**src/sv/pcpd_pkg.sv**
```systemverilog
// package for the prefix code position decoder
// holds sizes, action and status codes and the cell hand-over type; no dependencies
package pcpd_pkg;
  localparam int unsigned MaxSymbols = 256;
  localparam int unsigned MaxDepth   = 50;
  localparam int unsigned IdxW       = $clog2(MaxSymbols);
  localparam int unsigned CntW       = $clog2(MaxSymbols + 1);
  localparam int unsigned CodeW      = MaxDepth;
  localparam int unsigned LenW       = 6;
  localparam int unsigned ValW       = 31;
  localparam int unsigned WinW       = 64;
  localparam int unsigned WbW        = 7;

  typedef enum logic [2:0] {
    ActLoad   = 3'd0,
    ActClear  = 3'd1,
    ActPush   = 3'd2,
    ActAlign  = 3'd3,
    ActDecode = 3'd4
  } action_e;

  typedef enum logic [2:0] {
    StOk       = 3'd0,
    StNeedMore = 3'd1,
    StNoMatch  = 3'd2,
    StDictErr  = 3'd3,
    StWinFull  = 3'd4
  } status_e;

  // word handed from cell to cell along the match chain
  typedef struct packed {
    logic            found;
    logic            partial;
    logic [IdxW-1:0] idx;
    logic [ValW-1:0] value;
    logic [LenW-1:0] len;
  } match_t;
endpackage

```
**src/sv/pcpd_cell.sv**
```systemverilog
// one dictionary cell: holds an entry, compares it with the window, passes the match word on
// depends on pcpd_pkg
module pcpd_cell (
  input  logic                         clk_i,
  input  logic                         wr_i,
  input  logic [pcpd_pkg::CodeW-1:0]   code_i,
  input  logic [pcpd_pkg::LenW-1:0]    len_i,
  input  logic [pcpd_pkg::ValW-1:0]    value_i,
  input  logic                         live_i,
  input  logic [pcpd_pkg::IdxW-1:0]    my_idx_i,
  input  logic [pcpd_pkg::WinW-1:0]    win_i,
  input  logic [pcpd_pkg::WbW-1:0]     wbits_i,
  input  pcpd_pkg::match_t             m_i,
  output pcpd_pkg::match_t             m_o
);
  import pcpd_pkg::*;
  logic [CodeW-1:0] code_q;
  logic [LenW-1:0]  len_q;
  logic [ValW-1:0]  value_q;
  logic [CodeW-1:0] lmask, wmask;
  logic             full_hit, part_hit;

  always_ff @(posedge clk_i) begin
    if (wr_i) begin
      code_q  <= code_i;
      len_q   <= len_i;
      value_q <= value_i;
    end
  end

  always_comb begin
    for (int b = 0; b < CodeW; b++) begin
      lmask[b] = (b < int'(len_q));
      wmask[b] = (b < int'(wbits_i));
    end
    full_hit = live_i && ({1'b0, len_q} <= wbits_i)
               && ((win_i[CodeW-1:0] & lmask) == code_q);
    part_hit = live_i && ({1'b0, len_q} > wbits_i)
               && ((code_q & wmask) == (win_i[CodeW-1:0] & wmask));
    m_o = m_i;
    m_o.partial = m_i.partial | part_hit;
    if (full_hit && !m_i.found) begin
      m_o.found = 1'b1;
      m_o.idx   = my_idx_i;
      m_o.value = value_q;
      m_o.len   = len_q;
    end
  end
endmodule

```
**config.mk**
```make
export PLATFORM = sky130hd
export DESIGN_NAME = pcpd_cell
export DESIGN_NICKNAME = d
export VERILOG_FILES = /design/src/sv/pcpd_pkg.sv /design/src/sv/pcpd_cell.sv
export SDC_FILE = /design/constraint.sdc
export NUM_CORES = 1
export LEC_CHECK = 0
export ABC_AREA = 1
export BUFFER_PORTS_ARGS = -buffer_cell sky130_fd_sc_hd__buf_4
export CAP_MARGIN = 40
export CORE_MARGIN = 2
export CORE_UTILIZATION = 45
export CTS_CLUSTER_DIAMETER = 150
export DETAILED_ROUTE_END_ITERATION = 6
export PLACE_DENSITY_LB_ADDON = 0.05
export REMOVE_ABC_BUFFERS = 1
export SYNTH_ARGS = -nofsm -noshare
export SYNTH_HDL_FRONTEND = slang
export SYNTH_SLANG_ARGS = --single-unit
export TNS_END_PERCENT = 50
```
**constraint.sdc**
```tcl
create_clock -name clk_i -period 3.2 [get_ports clk_i]
set_input_delay 0.64 -clock clk_i [delete_from_list [all_inputs] [get_ports clk_i]]
set_output_delay 0.64 -clock clk_i [all_outputs]
set_load 0.05 [all_outputs]
```
==> impl.org, run 1 <==
** Global routing
- Entering global routing, the biggest net connects 54 pins.
- Wire length of the first global-routing pass :: 35400 µm
- Summed over all layers, the global routing overflow is 0.
- The number of global-route vias before repair was 7017.
- Total track usage :: 31.1%
- Antenna violations before repair :: 0
- Global routing consumed, on the met3 layer, 7.05% of the routing resources.
- Global routing consumed, on the met2 layer, 56.1% of the routing resources.
- After global routing, the most crowded layer is met2.
- For met1 alone, demand over resource in global routing was 35.2%.

** Hold path
- Min-Delay Path Class :: in2reg

** Logic synthesis
- Proportion of synthesized chip area in sequential cells :: 40.6%
- Yosys printed 0 warnings.
- Synth Flop Type :: sky130_fd_sc_hd__edfxtp_1
- In this run, synthesis inferred 87 flip-flops with an integrated enable.
- Area of the mapped netlist :: 6430 µm²
- Number of different library cells in the post-synthesis netlist :: 38
- After synthesis, the mean cell area works out to 7.01 µm².
- Post-synthesis cell count :: 918
- Total of flip-flops plus latches after synthesis :: 87
- After synthesis, the share of flip-flops with an asynchronous set or reset is 0%.

** Final layout
- The post-route netlist has 38.5% of its cells at a drive strength greater than 1.
- Ant diodes :: 0
- Sequential cell area in the final layout :: 2610 µm²
- Most common cell after layout, fill and taps aside :: sky130_fd_sc_hd__nand2_1
- In the final design database the tool counted 1468 nets.
- Combined area of the multi-input logic cells :: 3830 µm²
- Commonest non-fill, non-tap cells in the layout :: 299 x sky130_fd_sc_hd__nand2_1, 260 x sky130_fd_sc_hd__buf_4, 95 x sky130_fd_sc_hd__nand3_1, 90 x sky130_fd_sc_hd__inv_1, 87 x sky130_fd_sc_hd__edfxtp_1
- Fill cell instance count of the final layout :: 1072
- Utilization after layout :: 74.9%
- From synthesis to final layout, the design area changed by 62.2%.

** Clocking
- Cts bufs inserted :: 9
- Clock root cell :: sky130_fd_sc_hd__clkbuf_16
- The tree built by TritonCTS fans out to 87 sinks.
- In this run the deepest clock path goes through 2 buffers.
- TritonCTS built the clock tree.
- In this run, post-CTS hold repair placed 0 buffers.
- After clock tree synthesis, the clock-pin slew on the worst setup and hold paths is 0.07 ns.
- CTS H-tree lvls :: 3

** Floorplanning
- Initial cell density of the core :: 46.2%
- From bottom edge to top edge, the die measures 124 µm.
- Horizontal die dimension :: 124 µm
- The die covers 15300 µm².
- For this design the top-level I/O count stands at 263.
- Placeable core region :: 13900 µm²
- Row Count :: 43

** Worst setup path
- Max stage delay cell, worst path :: sky130_fd_sc_hd__edfxtp_1
- Type of the worst setup path :: reg2out
- Critical path startpoint category :: flip-flop
- CP Data Required Time :: 2.56 ns
- The critical path goes through buf_6 > nor2_4 > buf_12 > buf_6 > nand2_8 > buf_4 > nand4_1 > nand2_1 > nor2_1 > nand2_1 > nor2_4 > nand3_4 > nor2_8 > buf_12 > buf_16 > nand3_1 > nand2_1 > buf_6.
- Delay of the slowest cell on the worst path :: 0.44 ns
- The worst setup path is captured at a primary output.
- Of all nets on the critical path, the largest fanout is 7.
- For the worst setup path, the data arrival time is 2.95 ns.

** STA
- Final WS setup :: -0.386 ns
- Final count of hold timing violations :: 0
- In the final timing run, aggregate negative setup slack is -15.17 ns.
- Setup violations remaining at the end of the flow were counted as 46.
- Share of the clock period used by the worst path after layout :: 112%
- Setup repair after global routing could not meet its margin everywhere.
- Static timing analysis puts the maximum clock frequency at 279 MHz.
- Number of max-slew violations in the final report :: 0
- Clock period minus worst slack :: 3.59 ns
- Actual transition at the worst max-transition pin :: 0.743 ns
- In this run the tightest slew margin relative to its limit is 50.5%.

** Outcome
- The final reports fail on negative setup slack.
- The run finished, with violations left.

** Route
- For this run, design rule violations remaining after detail routing come to 0.
- The first detailed-routing pass took 7 iterations.
- The detailed router finished its first iteration with 592 violations.
- The routed design has 24600 µm of wire.
- Antenna-violating nets left :: 0
- In the routed layout, each cell is associated on average with a via count of 5.24.
- Across all layers, the routed design uses 7496 vias.
- DR WL/cell :: 17.2 µm

** Placement
- In this run the tool buffered the top-level ports with 248 buffer cells.
- At the end of routability-driven placement, the weighted congestion stood at 1.02.
- Post-detail-place hpwl :: 17800 µm

** Power and ir drop
- Power spread over the standard cell area amounts to 361 nW/µm².
- Total power after layout :: 3.77 mW
- Leak Pwr :: 5.13 nW
- Across the VDD grid, the largest voltage drop is 0.293 mV.

** Job
- Max-capacitance violation count :: 0
power by group:
part / switching (mW) / internal (mW) / total (mW)
combinational: 0.673 / 0.550 / 1.22
sequential: 0.0626 / 1.36 / 1.42
clock: 0.509 / 0.613 / 1.12
total: 1.24 / 2.52 / 3.77
state kept, by name, indices dropped and copies added (netlist names):
signal and cells:
code_q 50, value_q 31, len_q 6
logic make-up after synthesis:
family / synth area share, %
AO/OA/AOI/OAI: 5.48
XOR/XNOR: 4.49
adder cells (fa/ha/maj): 1.17
buffers and inverters: 8.27
flip-flops: 40.6
AND/OR/NAND/NOR: 40.0
area by class of cell:
class                           count  share of cell area (%)
Multi-Input combinational cell    706                    36.7
Clock inverter                      7                   0.732
Tap cell                          180                    2.16
Timing Repair Buffer              341                    29.5
Clock buffer                        9                    2.16
Sequential cell                    87                    25.0
Inverter                          101                    3.71
routing by layer:
metal  up-vias  routed length (µm)  share of wire [%]
met5         -                   0                  0
met4         0                 983                4.0
met3        67                1990                8.1
met2       352               12500                 51
met1      3431                9110                 37
li1       3646                   -                  -
metrics by stage:
stage | area, µm² | instances | hold WS [ns] | worst slack [ns]
after CTS | 9900 | 1422 | 0.439 | -0.321
final | 10400 | 1431 | 0.443 | -0.386
after detailed placement | 8980 | 1390 | 0.819 | -0.260
after global routing | 10400 | 1431 | 0.436 | -0.543
after floorplan | 6280 | 894 | 0.739 | -0.457
after global placement | 8980 | 1390 | 0.818 | -0.170
Yosys cell counts, drive strengths merged (8+ instances only):
cell / count / share of area [%]
nand3b: 9 / 1.1
buf: 18 / 2.0
nor2: 99 / 6.3
nand3: 121 / 9.6
inv: 98 / 5.7
edfxtp: 87 / 41
o22ai: 8 / 0.78
nand2: 351 / 21
a21oi: 8 / 0.68
xor2: 27 / 3.7
o21ai: 33 / 2.6
nand4: 20 / 1.9
worst max-delay path, delay by kind of cell (launching register included):
kind                   cells  cell delay, ns
flip-flops                 1            0.44
buffers and inverters      7            0.99
AND/OR/NAND/NOR           11            1.16
worst paths after layout:
check | startpoint | to | slack, ns | cells past startpoint
worst max-delay path | len_q[5] | m_o[31] | -0.39 | 18
worst min-delay path | code_i[25] | code_q[25] | 0.44 | 1
repair_timing:
action / 4_1_cts / 5_1_grt
cloned: 3 / 3
pin swaps: 15 / 41
endpoints found under the setup margin: 46 / 47
resized for setup: 119 / 97
setup buffers: 13 / 7
Note: power is estimated with default switching activity, not from simulation.
==> run 2, diff against run 1 <==
--- a/config.mk
+++ b/config.mk
@@ -12,6 +12,7 @@
 export CORE_UTILIZATION = 45
 export CTS_CLUSTER_DIAMETER = 150
 export DETAILED_ROUTE_END_ITERATION = 6
+export MAX_ROUTING_LAYER = met4
 export PLACE_DENSITY_LB_ADDON = 0.05
 export REMOVE_ABC_BUFFERS = 1
 export SYNTH_ARGS = -nofsm -noshare
==> impl.org, run 2 (same netlist as run 1, synthesis figures left out) <==
** Final layout
- Number of nets in the final layout :: 1463 (was 1468)
- The most common library cell in the layout ignoring fill and taps was sky130_fd_sc_hd__nand2_1 (unchanged).
- The flip-flop count of the largest register, all copies and words added is 50 (unchanged).
- The fraction of the core area covered by cells at the end of the flow came to 74.1% (was 74.9%).
- The number of antenna diodes came to 0 (unchanged).
- The fraction of final layout cells sized beyond drive strength 1 is 39.8% (was 38.5%).
- The register bank with the most flops was code_q (unchanged).
- The filler cell count is 1091 (was 1072).
- Commonest non-fill, non-tap cells in the layout: 285 x sky130_fd_sc_hd__nand2_1, 249 x sky130_fd_sc_hd__buf_4, 94 x sky130_fd_sc_hd__nand3_1, 90 x sky130_fd_sc_hd__inv_1, 87 x sky130_fd_sc_hd__edfxtp_1 (was 299 x sky130_fd_sc_hd__nand2_1, 260 x sky130_fd_sc_hd__buf_4, 95 x sky130_fd_sc_hd__nand3_1, 90 x sky130_fd_sc_hd__inv_1, 87 x sky130_fd_sc_hd__edfxtp_1).
- The area growth from synthesis to layout came to 60.4% (was 62.2%).
- Largest registers: code_q (50), value_q (31), len_q (6) (unchanged).

** Placement
- Total of buffers placed on input and output ports :: 248 (unchanged)
- The weighted congestion at the end of routability-driven global placement was 0.979 (was 1.02).
- Post-detail-place hpwl :: 18100 µm (was 17800 µm)

** STA
- RSZ-0062 raised after global routing :: yes (unchanged)
- The final worst setup slack came to -0.404 ns (was -0.386 ns).
- Tightest slew margin relative to the limit :: 50.4% (was 50.5%)
- The final-report max-slew violation count is 0 (unchanged).
- The pin slew with the least headroom to its limit is 0.743 ns (about the same).
- The number of endpoints failing setup at the final stage is 46 (unchanged).
- The final worst hold slack was 0.450 ns (was 0.443 ns).
- Final count of hold timing violations :: 0 (unchanged)
- The fmax was 277 MHz (was 279 MHz).
- Clock period minus worst slack :: 3.60 ns (was 3.59 ns)
- Share of the clock period used by the worst path after layout :: 113% (was 112%)

** Route
- The post-detailed-routing wire length came to 24800 µm (was 24600 µm).
- The via density per instance came to 5.22 (was 5.24).
- The number of nets with antenna violations after routing came to 0 (unchanged).
- Drt pass-1 iters :: 5 (was 7)
- The initial DRC count is 569 (was 592).
- The count of vias placed by the detailed router came to 7445 (was 7496).
- The average routed wire per standard cell was 17.4 µm (was 17.2 µm).
- The number of design rule violations left after detail routing is 0 (unchanged).

** Clocking
- CTS H-tree lvls :: 3 (unchanged)
- # hold bufs at CTS :: 0 (unchanged)
- The TritonCTS clock tree is built (unchanged).
- Cts bufs inserted :: 9 (unchanged)
- The clock sink total was 87 (unchanged).
- The largest buffer count on any clock path is 2 (unchanged).
- Clock slew at reported path FFs :: 0.07 ns (about the same)
- The clock tree root driver cell was sky130_fd_sc_hd__clkbuf_16 (unchanged).

** Global routing
- Antenna violations before repair :: 0 (unchanged)
- The number of global-route vias before repair came to 6915 (was 7017).
- Wire length of the first global-routing pass :: 34900 µm (was 35400 µm)
- Largest net degree at the start of global routing :: 54 (unchanged)
- The aggregate global-route resource usage came to 31.7% (was 31.1%).
- The total congestion overflow is 0 (unchanged).

** Power and ir drop
- The static leakage power is 5.07 nW (was 5.13 nW).
- PwrDens :: 354 nW/µm² (was 361 nW/µm²)
- Maximum vdd ir drop :: 0.304 mV (was 0.293 mV)
- Total power after layout :: 3.65 mW (was 3.77 mW)

** Worst setup path
- Maximum fanout count along the critical path :: 8 (was 7)
- CP Capture Type :: primary output (unchanged)
- The startpoint type of the worst setup path is a flip-flop (unchanged).
- The data arrival time of the critical path was 2.96 ns (was 2.95 ns).
- The required time at the worst-slack endpoint was 2.56 ns (about the same).
- The critical path class is reg2out (unchanged).

** Hold path
- Source of the worst hold timing path :: code_i[39] (was code_i[25])
- Worst hold path cell count :: 1 (unchanged)
- The classification of the worst-slack hold path was in2reg (unchanged).
- The endpoint of the worst hold-timing path is code_q[39] (was code_q[25]).

** Floorplanning
- Placeable core region :: 13900 µm² (unchanged)
- The initial standard-cell utilization of the core came to 46.2% (unchanged).
- The area of the die came to 15300 µm² (unchanged).
- The cell row count came to 43 (unchanged).
- Count of boundary I/O pins :: 263 (unchanged)
- Die height :: 124 µm (unchanged)
- The die width came to 124 µm (unchanged).

** Outcome
- Failing checks :: negative setup slack (unchanged)
- Status: finished with violations (unchanged).

** Job
- The max capacitance violation total was 0 (unchanged).
==> run 2: changes by cell type in the layout (fill, tap and decap cells not counted), moves of 4 or more <==
cell,delta
sky130_fd_sc_hd__nor2_2,+5
sky130_fd_sc_hd__nand2_2,+15
sky130_fd_sc_hd__buf_6,+9
sky130_fd_sc_hd__nor2_1,-5
sky130_fd_sc_hd__nand3_2,+5
sky130_fd_sc_hd__nand3_4,-4
sky130_fd_sc_hd__nand2_1,-14
sky130_fd_sc_hd__buf_8,+5
sky130_fd_sc_hd__buf_4,-11
sky130_fd_sc_hd__buf_12,-6
==> run 2: timing repair <==
action | CTS | global route
hold endpoints to repair | 0 | 0
setup buffers | 7 | 11
endpoints found under the setup margin | 46 | 47
gates resized for setup | 105 | 144
gates cloned | 2 | 5
pin swaps | 29 | 36
==> run 2: worst max path at each step <==
stage | from | endpoint | slack [ns] | cells after the start
after floorplan | len_q[5] | m_o[46] | -0.46 | 11
after global placement | wbits_i[2] | m_o[16] | -0.17 | 15
after detailed placement | wbits_i[2] | m_o[37] | -0.20 | 15
after CTS | len_q[4] | m_o[37] | -0.36 | 17
after global routing | len_q[5] | m_o[41] | -0.58 | 17
final | len_q[5] | m_o[41] | -0.40 | 17
==> run 2: final cells by class <==
| type | instances | area [µm²] | share of cell area [%] |
|---|---|---|---|
| multi-input combinational | 706 | 3810 | 37.0 |
| tap | 180 | 225 | 2.18 |
| clock buffer | 10 | 229 | 2.22 |
| sequential | 87 | 2610 | 25.3 |
| inverter | 101 | 394 | 3.82 |
| timing repair buffer | 336 | 3000 | 29.0 |
| clock inverter | 6 | 50.0 | 0.485 |
==> run 2: through the flow <==
step,instance area [µm²],TNS [ns],std cells,setup WS (ns)
2_1_floorplan,6280,-14.52,894,-0.457
3_3_place_gp,8940,-6.26,1387,-0.173
3_5_place_dp,8940,-7.01,1387,-0.200
4_1_cts,9700,-14.51,1412,-0.355
5_1_grt,10300,-24.22,1426,-0.583
6_report,10300,-15.91,1426,-0.404
==> run 2: worst max-delay path, cell delays in order (launching register included) <==
cell and delay, ns:
sky130_fd_sc_hd__edfxtp_1 0.54, sky130_fd_sc_hd__inv_2 0.19, sky130_fd_sc_hd__nor2_4 0.06, sky130_fd_sc_hd__buf_8 0.14, sky130_fd_sc_hd__nand2_4 0.07, sky130_fd_sc_hd__nor2_4 0.04, sky130_fd_sc_hd__buf_6 0.11, sky130_fd_sc_hd__o21ai_2 0.14
sky130_fd_sc_hd__nand2_2 0.06, sky130_fd_sc_hd__nor2_2 0.10, sky130_fd_sc_hd__nand2_1 0.06, sky130_fd_sc_hd__nor2_2 0.15, sky130_fd_sc_hd__nand2_2 0.13, sky130_fd_sc_hd__nor2_8 0.22, sky130_fd_sc_hd__buf_6 0.17, sky130_fd_sc_hd__nand3_1 0.12
sky130_fd_sc_hd__nand2_2 0.12, sky130_fd_sc_hd__buf_6 0.16
==> run 2: where the power goes <==
group,internal (mW),switching [mW]
registers,1.36,0.0671
logic,0.533,0.658
clock network,0.537,0.502
==> run 2: per-layer routing <==
layer	GRT usage [%]	vias up	share of wire, %
met5	-	-	0
li1	-	3639	-
met3	6.36	43	7.0
met1	36.5	3423	38
met2	55.4	340	52
met4	10.2	0	2.8
